`src/hw/rtl/tlbr_pkg.sv`:
```
`timescale 1ns / 1ps

package tlbr_pkg;

  // Defaults for the top-level parameters
  localparam int SLOT_COUNT_DEF = 4;
  localparam int LINE_BYTES_DEF = 64;
  localparam int TERM_MAX_DEF   = 4;

  // Fixed field widths
  localparam int CHARS_W   = 32;
  localparam int COUNT_W   = 3;
  localparam int HITS_W    = 3;
  localparam int LIMIT_W   = 7;
  localparam int LEN_W     = 7;
  localparam int STATUS_W  = 2;
  localparam int CFG_IDX_W = 2;
  localparam int TERM_SLOTS = 4;

  // Configuration register indexes
  localparam logic [CFG_IDX_W-1:0] REG_TERM_CHARS = 2'd0;
  localparam logic [CFG_IDX_W-1:0] REG_TERM_COUNT = 2'd1;

  // Command kinds
  localparam logic KIND_PUSH = 1'b0;
  localparam logic KIND_PULL = 1'b1;

  // Pull status codes
  localparam logic [STATUS_W-1:0] STATUS_OK        = 2'd0;
  localparam logic [STATUS_W-1:0] STATUS_NO_LINE   = 2'd1;
  localparam logic [STATUS_W-1:0] STATUS_TOO_SMALL = 2'd2;

  typedef enum logic [2:0] {
    ST_CLEAR,
    ST_IDLE,
    ST_PUSH,
    ST_SEEK,
    ST_PULL_CHK,
    ST_PULL
  } tlbr_state_t;

  // Terminator configuration handed to the matcher
  typedef struct packed {
    logic [CHARS_W-1:0] chars;
    logic [COUNT_W-1:0] count;
  } tlbr_cfg_t;

  // Matcher result
  typedef struct packed {
    logic              hit;
    logic [HITS_W-1:0] active;
  } tlbr_match_t;

endpackage

```
`src/hw/rtl/tlbr_ram.sv`:
```
`timescale 1ns / 1ps

module tlbr_ram #(
  parameter int WIDTH = 8,
  parameter int DEPTH = 256
) (
  input  logic                     clk,
  input  logic                     we,
  input  logic [$clog2(DEPTH)-1:0] waddr,
  input  logic [WIDTH-1:0]         wdata,
  input  logic [$clog2(DEPTH)-1:0] raddr,
  output logic [WIDTH-1:0]         rdata
);

  logic [WIDTH-1:0] mem_r [DEPTH];
  logic [WIDTH-1:0] rdata_r;

  always_ff @(posedge clk) begin
    if (we) begin
      mem_r[waddr] <= wdata;
    end
    rdata_r <= mem_r[raddr];
  end

  assign rdata = rdata_r;

endmodule

```
`src/hw/rtl/tlbr_term_match.sv`:
```
`timescale 1ns / 1ps

module tlbr_term_match #(
  parameter int TERM_MAX = 4
) (
  input  tlbr_pkg::tlbr_cfg_t   cfg,
  input  logic [7:0]            data_in,
  output tlbr_pkg::tlbr_match_t match_out
);

  import tlbr_pkg::*;

  logic [HITS_W-1:0] active;
  logic              hit;

  // Active count saturates at TERM_MAX
  assign active = (cfg.count > COUNT_W'(TERM_MAX)) ? HITS_W'(TERM_MAX) : HITS_W'(cfg.count);

  always_comb begin
    hit = 1'b0;
    for (int k = 0; k < TERM_SLOTS; k++) begin
      if ((HITS_W'(k) < active) && (cfg.chars[8*k +: 8] == data_in)) begin
        hit = 1'b1;
      end
    end
  end

  assign match_out.hit    = hit;
  assign match_out.active = active;

endmodule

```
`src/hw/rtl/terminated_line_buffer_ring.sv`:
```
`timescale 1ns / 1ps

// Line assembler over a ring of SLOT_COUNT buffers of LINE_BYTES bytes each. A command is
// taken when start is high and busy is low. A push (in_kind 0) first takes the beat, then
// writes the byte and tests it; a push that completes a line while the writer lands on the
// reader is followed by a reader search, one slot per cycle. A pull (in_kind 1) checks the
// read slot, then copies the line through the single registered read port of the line store;
// it delivers one result beat per cycle on out_valid, the final beat flagged by out_last.
// Results are shown for exactly one cycle and cannot be held off, so the receiver must take
// every beat as it comes. After reset the line store is swept to zero, one byte a cycle, and
// the block is busy until the sweep is done; configuration writes are taken at any time,
// cfg_ready being always high, but should only be made while the block is idle.
module terminated_line_buffer_ring #(
  parameter int SLOT_COUNT = tlbr_pkg::SLOT_COUNT_DEF,
  parameter int LINE_BYTES = tlbr_pkg::LINE_BYTES_DEF,
  parameter int TERM_MAX   = tlbr_pkg::TERM_MAX_DEF
) (
  input  logic                               clk,
  input  logic                               rst_n,
  // command channel
  input  logic                               start,
  output logic                               busy,
  input  logic                               in_kind,
  input  logic [7:0]                         in_rx_byte,
  input  logic [tlbr_pkg::LIMIT_W-1:0]       in_read_limit,
  // result channel
  output logic                               out_valid,
  output logic [7:0]                         out_byte,
  output logic                               out_byte_valid,
  output logic [tlbr_pkg::LEN_W-1:0]         out_line_length,
  output logic [tlbr_pkg::STATUS_W-1:0]      out_pull_status,
  output logic                               out_last,
  // configuration channel
  input  logic                               cfg_valid,
  output logic                               cfg_ready,
  input  logic [tlbr_pkg::CFG_IDX_W-1:0]     cfg_index,
  input  logic [tlbr_pkg::CHARS_W-1:0]       cfg_data
);

  import tlbr_pkg::*;

  localparam int DEPTH  = SLOT_COUNT * LINE_BYTES;
  localparam int ADDR_W = $clog2(DEPTH);
  localparam int SLOT_W = $clog2(SLOT_COUNT);
  localparam int POS_W  = $clog2(LINE_BYTES + 1);

  // ---------------------------------------------------------------------------
  // Configuration registers
  // ---------------------------------------------------------------------------
  tlbr_cfg_t cfg_r;

  assign cfg_ready = 1'b1;

  always_ff @(posedge clk) begin
    if (!rst_n) begin
      cfg_r <= '0;
    end else if (cfg_valid && cfg_ready) begin
      unique case (cfg_index)
        REG_TERM_CHARS: cfg_r.chars <= cfg_data;
        REG_TERM_COUNT: cfg_r.count <= cfg_data[COUNT_W-1:0];
        default: ;  // unknown register: dropped
      endcase
    end
  end

  // ---------------------------------------------------------------------------
  // State
  // ---------------------------------------------------------------------------
  tlbr_state_t       state_r, state_nxt;
  logic [SLOT_W-1:0] write_slot_r, write_slot_nxt;
  logic [SLOT_W-1:0] read_slot_r, read_slot_nxt;
  logic [POS_W-1:0]  write_pos_r, write_pos_nxt;
  logic [HITS_W-1:0] hits_r, hits_nxt;
  logic [SLOT_COUNT-1:0] line_ready_r, line_ready_nxt;
  logic [SLOT_W-1:0] seek_cnt_r, seek_cnt_nxt;
  logic [ADDR_W-1:0] clr_addr_r, clr_addr_nxt;
  logic [POS_W-1:0]  rd_idx_r, rd_idx_nxt;
  logic [HITS_W-1:0] pull_hits_r, pull_hits_nxt;

  // command payload, captured on the accepted beat
  logic [7:0]        byte_r;
  logic [POS_W-1:0]  lim_r;

  // result registers
  logic                out_valid_r, out_valid_nxt;
  logic [7:0]          out_byte_r, out_byte_nxt;
  logic                out_bv_r, out_bv_nxt;
  logic [LEN_W-1:0]    out_len_r, out_len_nxt;
  logic [STATUS_W-1:0] out_st_r, out_st_nxt;
  logic                out_last_r, out_last_nxt;

  // line store port
  logic              ram_we;
  logic [ADDR_W-1:0] ram_waddr, ram_raddr;
  logic [7:0]        ram_wdata, ram_rdata;

  // shared terminator matcher
  logic [7:0]  match_data;
  tlbr_match_t match;

  logic              accept;
  logic [POS_W-1:0]  pos_eff;
  logic [SLOT_W-1:0] ws_next, seek_cand;
  logic [HITS_W-1:0] hits_inc, pull_hits_inc;
  logic [ADDR_W-1:0] wr_base, rd_base;
  logic [POS_W-1:0]  rd_idx_inc;
  logic              pull_done, pull_last;

  assign accept = start && !busy;
  assign busy   = (state_r != ST_IDLE);

  // Store and matcher
  tlbr_ram #(
    .WIDTH(8),
    .DEPTH(DEPTH)
  ) u_store (
    .clk  (clk),
    .we   (ram_we),
    .waddr(ram_waddr),
    .wdata(ram_wdata),
    .raddr(ram_raddr),
    .rdata(ram_rdata)
  );

  // push tests the incoming byte, pull tests the byte just read back
  assign match_data = (state_r == ST_PUSH) ? byte_r : ram_rdata;

  tlbr_term_match #(
    .TERM_MAX(TERM_MAX)
  ) u_match (
    .cfg      (cfg_r),
    .data_in  (match_data),
    .match_out(match)
  );

  // Slot arithmetic: base addresses and ring successors
  assign wr_base   = ADDR_W'(ADDR_W'(write_slot_r) * ADDR_W'(LINE_BYTES));
  assign rd_base   = ADDR_W'(ADDR_W'(read_slot_r) * ADDR_W'(LINE_BYTES));
  assign ws_next   = (write_slot_r == SLOT_W'(SLOT_COUNT - 1)) ? '0 : write_slot_r + 1'b1;
  assign seek_cand = (read_slot_r == SLOT_W'(SLOT_COUNT - 1)) ? '0 : read_slot_r + 1'b1;

  // a full line wraps to its start
  assign pos_eff = (write_pos_r >= POS_W'(LINE_BYTES)) ? '0 : write_pos_r;

  assign hits_inc      = hits_r + HITS_W'(match.hit);
  assign pull_hits_inc = pull_hits_r + HITS_W'(match.hit);
  assign rd_idx_inc    = rd_idx_r + 1'b1;
  assign pull_done     = match.hit && (pull_hits_inc == match.active);
  assign pull_last     = pull_done || (rd_idx_inc == lim_r);

  // ---------------------------------------------------------------------------
  // Sequencer
  // ---------------------------------------------------------------------------
  always_ff @(posedge clk) begin
    if (!rst_n) begin
      state_r      <= ST_CLEAR;
      write_slot_r <= '0;
      read_slot_r  <= '0;
      write_pos_r  <= '0;
      hits_r       <= '0;
      line_ready_r <= '0;
      seek_cnt_r   <= '0;
      clr_addr_r   <= '0;
      rd_idx_r     <= '0;
      pull_hits_r  <= '0;
      out_valid_r  <= 1'b0;
    end else begin
      state_r      <= state_nxt;
      write_slot_r <= write_slot_nxt;
      read_slot_r  <= read_slot_nxt;
      write_pos_r  <= write_pos_nxt;
      hits_r       <= hits_nxt;
      line_ready_r <= line_ready_nxt;
      seek_cnt_r   <= seek_cnt_nxt;
      clr_addr_r   <= clr_addr_nxt;
      rd_idx_r     <= rd_idx_nxt;
      pull_hits_r  <= pull_hits_nxt;
      out_valid_r  <= out_valid_nxt;
    end
  end

  // payload registers, no reset
  always_ff @(posedge clk) begin
    if (accept) begin
      byte_r <= in_rx_byte;
      lim_r  <= (in_read_limit > LIMIT_W'(LINE_BYTES)) ? POS_W'(LINE_BYTES)
                                                        : POS_W'(in_read_limit);
    end
    out_byte_r <= out_byte_nxt;
    out_bv_r   <= out_bv_nxt;
    out_len_r  <= out_len_nxt;
    out_st_r   <= out_st_nxt;
    out_last_r <= out_last_nxt;
  end

  always_comb begin
    state_nxt      = state_r;
    write_slot_nxt = write_slot_r;
    read_slot_nxt  = read_slot_r;
    write_pos_nxt  = write_pos_r;
    hits_nxt       = hits_r;
    line_ready_nxt = line_ready_r;
    seek_cnt_nxt   = seek_cnt_r;
    clr_addr_nxt   = clr_addr_r;
    rd_idx_nxt     = rd_idx_r;
    pull_hits_nxt  = pull_hits_r;

    ram_we    = 1'b0;
    ram_waddr = wr_base + ADDR_W'(pos_eff);
    ram_wdata = byte_r;
    ram_raddr = rd_base;

    out_valid_nxt = 1'b0;
    out_byte_nxt  = '0;
    out_bv_nxt    = 1'b0;
    out_len_nxt   = '0;
    out_st_nxt    = STATUS_OK;
    out_last_nxt  = 1'b0;

    unique case (state_r)
      // sweep the store to zero after reset
      ST_CLEAR: begin
        ram_we       = 1'b1;
        ram_waddr    = clr_addr_r;
        ram_wdata    = '0;
        clr_addr_nxt = clr_addr_r + 1'b1;
        if (clr_addr_r == ADDR_W'(DEPTH - 1)) begin
          state_nxt = ST_IDLE;
        end
      end

      ST_IDLE: begin
        if (accept) begin
          state_nxt = (in_kind == KIND_PULL) ? ST_PULL_CHK : ST_PUSH;
        end
      end

      // write the byte, count terminators, close the line when the count is met
      ST_PUSH: begin
        ram_we    = 1'b1;
        state_nxt = ST_IDLE;
        if (hits_inc == match.active) begin
          line_ready_nxt[write_slot_r] = 1'b1;
          line_ready_nxt[ws_next]      = 1'b0;
          write_slot_nxt               = ws_next;
          write_pos_nxt                = '0;
          hits_nxt                     = '0;
          if (read_slot_r == ws_next) begin
            seek_cnt_nxt = '0;
            state_nxt    = ST_SEEK;
          end
        end else begin
          hits_nxt      = hits_inc;
          write_pos_nxt = pos_eff + 1'b1;
        end
      end

      // reader steps round the ring one slot a cycle looking for a ready line
      ST_SEEK: begin
        seek_cnt_nxt = seek_cnt_r + 1'b1;
        if (line_ready_r[seek_cand]) begin
          read_slot_nxt = seek_cand;
          state_nxt     = ST_IDLE;
        end else if (seek_cnt_r == SLOT_W'(SLOT_COUNT - 1)) begin
          read_slot_nxt = write_slot_r;
          state_nxt     = ST_IDLE;
        end else begin
          read_slot_nxt = seek_cand;
        end
      end

      ST_PULL_CHK: begin
        if (!line_ready_r[read_slot_r]) begin
          out_valid_nxt = 1'b1;
          out_st_nxt    = STATUS_NO_LINE;
          out_last_nxt  = 1'b1;
          state_nxt     = ST_IDLE;
        end else begin
          line_ready_nxt[read_slot_r] = 1'b0;
          if (lim_r == '0) begin
            out_valid_nxt = 1'b1;
            out_st_nxt    = STATUS_TOO_SMALL;
            out_last_nxt  = 1'b1;
            state_nxt     = ST_IDLE;
          end else begin
            // first byte's read goes out now
            ram_raddr     = rd_base;
            rd_idx_nxt    = '0;
            pull_hits_nxt = '0;
            state_nxt     = ST_PULL;
          end
        end
      end

      // one byte a beat: test the byte read back, fetch the following one
      ST_PULL: begin
        ram_raddr     = rd_base + ADDR_W'(pull_last ? rd_idx_r : rd_idx_inc);
        pull_hits_nxt = pull_hits_inc;
        rd_idx_nxt    = rd_idx_inc;
        out_valid_nxt = 1'b1;
        out_byte_nxt  = ram_rdata;
        out_bv_nxt    = 1'b1;
        out_last_nxt  = pull_last;
        if (pull_done) begin
          out_len_nxt = LEN_W'(rd_idx_inc);
        end else if (pull_last) begin
          out_st_nxt = STATUS_TOO_SMALL;
        end
        if (pull_last) begin
          state_nxt = ST_IDLE;
        end
      end

      default: state_nxt = ST_IDLE;
    endcase
  end

  assign out_valid       = out_valid_r;
  assign out_byte        = out_byte_r;
  assign out_byte_valid  = out_bv_r;
  assign out_line_length = out_len_r;
  assign out_pull_status = out_st_r;
  assign out_last        = out_last_r;

  // ---------------------------------------------------------------------------
  // Checks
  // ---------------------------------------------------------------------------
  // results only come out of the pull states
  assert property (@(posedge clk) disable iff (!rst_n)
    out_valid |-> ($past(state_r) == ST_PULL_CHK || $past(state_r) == ST_PULL))
    else $error("result beat outside a pull");

  // the line being copied has already lost its ready mark
  assert property (@(posedge clk) disable iff (!rst_n)
    state_r == ST_PULL |-> !line_ready_r[read_slot_r])
    else $error("ready mark still set during copy");

  // write position never runs past a full line
  assert property (@(posedge clk) disable iff (!rst_n)
    write_pos_r <= POS_W'(LINE_BYTES))
    else $error("write position beyond line");

  // a good line ends on a real byte with a length
  assert property (@(posedge clk) disable iff (!rst_n)
    (out_valid && out_last && out_pull_status == STATUS_OK)
      |-> (out_byte_valid && out_line_length != '0))
    else $error("ok status without a line");

  // an accepted push is written on the next cycle
  assert property (@(posedge clk) disable iff (!rst_n)
    (accept && in_kind == KIND_PUSH) |=> state_r == ST_PUSH)
    else $error("push beat lost");

endmodule
```
`config.mk`:
```
export PLATFORM = sky130hd
export DESIGN_NAME = terminated_line_buffer_ring
export DESIGN_NICKNAME = d
export VERILOG_FILES = /design/src/hw/rtl/tlbr_pkg.sv /design/src/hw/rtl/tlbr_ram.sv /design/src/hw/rtl/tlbr_term_match.sv /design/src/hw/rtl/terminated_line_buffer_ring.sv
export SDC_FILE = /design/constraint.sdc
export NUM_CORES = 2
export LEC_CHECK = 0
export BUFFER_PORTS_ARGS = -buffer_cell sky130_fd_sc_hd__buf_4
export CORE_AREA = 5 5 305 606
export DETAILED_ROUTE_END_ITERATION = 10
export DIE_AREA = 0 0 310 611
export MAX_ROUTING_LAYER = met4
export PLACE_DENSITY_LB_ADDON = 0.12
export SYNTH_ARGS = -nofsm -noshare
export SYNTH_HDL_FRONTEND = slang
export SYNTH_SLANG_ARGS = --single-unit
```
`constraint.sdc`:
```
create_clock -name clk -period 13.95 [get_ports clk]
set_clock_uncertainty 0.15 [all_clocks]
set_input_delay 2.0925 -clock clk [delete_from_list [all_inputs] [get_ports clk]]
set_output_delay 2.0925 -clock clk [all_outputs]
set_load 0.03 [all_outputs]
```
==> results.toml <==
[routing]
dr.pass1.iters = 6
ant_nets = 0
via_count = 57600
vias_per_cell = 6.45
routed_wl_um = 298000
drc = 0
drt-initial-drc-count = 6580
wl_per_cell_um = 33.4

[sta]
hold_viol = 0
tightest_slew_ps = 1660
relSlewSlack = -0.122
fin_setup_tns_ps = 0
finalSetupViolations = 0
finalCritPeriodShare = 0.736
rsz0062_at_grt = "false"
maxSlewViolCount = 6
post-route-min-period_ps = 10270
fmax_mhz = 97.3

[setup_path]
worstPathRequired_ps = 14590
critPathLaunchType = "flip-flop"
crit_type = "flip-flop to flip-flop"
crit_fanout = 105
end_kind = "flip-flop"
arrival_ps = 10910

[yosys]
synthFlopType = "edfxtp_1"
synth_fp_nets = 6540
ys_types = 100
synth_top_area_cell = "edfxtp_1"
avgSynthCellArea_um2 = 13.8
ys_top_cells_by_area = "edfxtp_1, mux2i_1, nand2_1"
yosysSeqAreaShare = 0.718
synthArstFlopShare = 0
synth_area_mm2 = 0.0892
postSynthCellCount = 6468
ys_ff_latch = 2167
yosysWarnings = 0
synth_edf_count = 2063
netlist.area_leader.share = 0.694

[floorplan]
die_h_um = 611
die-area_mm2 = 0.189
io_pins = 76
die_w_um = 310
core_mm2 = 0.179
start_util = 0.497
rows = 220

[pwr]
total_leakage_power_uw = 0.0339
ir_drop_v = 0.0000884
power_density_mw_per_mm2 = 127

[placement]
hpwl_um = 184000
io_buffers = 74
gp_congestion = 0.913
post-place-cells = 8582

[cts]
cts_root_buffer = "clkbuf_16"
cts_setup_buffers = 0
clock_latency_ps = 870
cts_hold_buf = 0
clock-sinks = 2167
cts_made_buffers = 191
cts_tree = "done"
clk_path_buf_depth = 4
htreeDepth = 4
post_cts_resized = 0
clk_pin_slew_worst_paths_ps = 70

[global_route]
grt_max_degree = 181
grt_use_total = 0.316
gr-total-overflow = 0
grt_pass1_vias = 56200
grt_antenna_before_repair = 9
grt_pass1_wl_um = 416000

[run_status]
status = "finished, violations left"
violations = "max-capacitance violations, max-slew violations"

[finish]
syn_to_final_growth_pct = 10.0
final_nets = 6517
fillers = 14600
stdcell_count = 8927
drive_above_1_share = 0.0885

[min_path]
min_path_type = "flip-flop to flip-flop"

[flow_run]
max_cap_violations = 3
[through the flow]
stage	area [µm²]	hold WS [ps]	setup slack (ps)	util	power [µW]
6_report	98200	322	3680	0.547	12500
5_1_grt	98100	354	3460	0.547	12800
4_1_cts	98100	325	4030	0.547	12500
2_1_floorplan	89200	286	5680	-	7300
3_3_place_gp	92100	295	3360	0.513	7410
3_5_place_dp	92200	315	4050	0.514	7410
[final timing paths]
check	start	endpoint	slack, ps	cells after the start
setup / recovery	state_r[0]	u_store.rdata[1]	3680	25
hold / removal	hits_r[2]	hits_r[2]	320	2
setup reg to reg	state_r[0]	u_store.rdata[1]	3680	25
hold reg to reg	hits_r[2]	hits_r[2]	320	2
[routing by layer]
| metal | track usage | share of wire |
|---|---|---|
| met2 | 0.527 | 0.50 |
| met1 | 0.345 | 0.33 |
| met3 | 0.0431 | 0.072 |
| met4 | 0.231 | 0.096 |
| met5 | - | 0 |
[where the power goes]
| part | internal (µW) | leakage, µW | switching [µW] |
|---|---|---|---|
| logic | 71.1 | 0.0109 | 155 |
| registers | 7020 | 0.0201 | 21.7 |
| clock network | 2860 | 0.00292 | 2370 |
| total | 9960 | 0.0339 | 2540 |
[synthesized netlist by cell type, types with 7 or more instances]
| cell | count |
|---|---|
| edfxtp_1 | 2063 |
| nand2_1 | 1080 |
| mux2i_1 | 511 |
| a21oi_1 | 400 |
| nor2_1 | 400 |
| nand3_1 | 192 |
| o22ai_1 | 176 |
| clkbuf_1 | 172 |
| a221oi_1 | 160 |
| buf_2 | 156 |
| o21ai_0 | 113 |
| nor4_1 | 107 |
| dfxtp_1 | 104 |
| o221ai_1 | 89 |
| nor3_1 | 72 |
| buf_4 | 69 |
| a31oi_1 | 52 |
| inv_1 | 34 |
| buf_1 | 33 |
| xor2_1 | 30 |
| and3_1 | 24 |
| a2111oi_0 | 21 |
| buf_6 | 21 |
| nand4_1 | 21 |
| or3_1 | 21 |
| xnor2_1 | 21 |
| a211oi_1 | 18 |
| ha_1 | 18 |
| nor2b_1 | 18 |
| a311oi_1 | 15 |
| a22oi_1 | 14 |
| o211ai_1 | 14 |
| o31ai_1 | 14 |
| and4_1 | 11 |
| nand3b_1 | 11 |
| or4_1 | 11 |
| nor3b_1 | 10 |
| nor4b_1 | 10 |
| o31a_1 | 10 |
| o311ai_0 | 9 |
| o32ai_1 | 9 |
| nand2b_1 | 8 |
| o22a_1 | 8 |
| o41ai_1 | 7 |
[worst max-delay path, cell delays in order, from the launching register on]
cell       delay [ps]
dfxtp_1           640
or3b_1            180
buf_4             370
nor2_1            110
a2111oi_1         530
nand4_1           400
nor3_1            330
or3_1             170
ha_1              150
ha_1              150
xor2_1            350
nand3_1           200
o41a_1            270
or3_1             410
o21ai_4           830
a22o_2            360
o31a_2            430
buf_12            520
nand2_8           400
buf_12            390
o221ai_1          290
a31oi_1           170
o21ai_0           550
nor4b_1           830
nand4_1           410
o22ai_1           210
[cell type report]
class | instances | area (µm²) | area share
Tap cell | 2331 | 2920 | 0.0297
Clock inverter | 96 | 845 | 0.00860
Sequential cell | 2167 | 64000 | 0.652
Inverter | 35 | 131 | 0.00134
Clock buffer | 238 | 5100 | 0.0520
Timing Repair Buffer | 236 | 2040 | 0.0208
Antenna cell | 10 | 25.0 | 0.000255
Multi-Input combinational cell | 3814 | 23100 | 0.235
[state kept, by name (all words and copies together), names as in the netlist, named ones only]
signal           cells
byte_r               8
cfg_r               35
clr_addr_r           8
hits_r               3
lim_r                7
line_ready_r         2
out_byte             8
out_byte_valid       1
out_last             1
out_line_length      7
out_pull_status      2
out_valid            1
pull_hits_r          3
rd_idx_r             7
read_slot_r          2
seek_cnt_r           2
state_r              3
u_store.mem_r     2048
u_store.rdata        8
write_pos_r          7
write_slot_r         2
[layout by cell type (no fill, tap or decap), types with 21 or more instances in the layout]
cell type / count
a21oi_1: 400
a221oi_1: 160
a31oi_1: 51
and3_1: 24
buf_12: 21
buf_4: 213
clkbuf_1: 37
clkbuf_16: 195
clkinv_1: 35
clkinv_2: 36
dfxtp_1: 103
edfxtp_1: 2063
inv_1: 32
mux2i_1: 511
nand2_1: 1078
nand3_1: 191
nand4_1: 21
nor2_1: 393
nor3_1: 67
nor4_1: 97
o21ai_0: 108
o221ai_1: 89
o22ai_1: 176
xor2_1: 30
[cell families after synthesis]
logic type,count (synthesis),share of synthesized area
AOI/OAI and AO/OA,1201,0.0899
muxes,518,0.0588
other,2,0.0000842
xor gates and xnor gates,52,0.00526
adders and majority gates,18,0.00252
buffers and inverters,487,0.0275
DFF,2167,0.718
and+or+nand+nor,2023,0.0983
No activity file was read; power rests on OpenSTA's default activity.
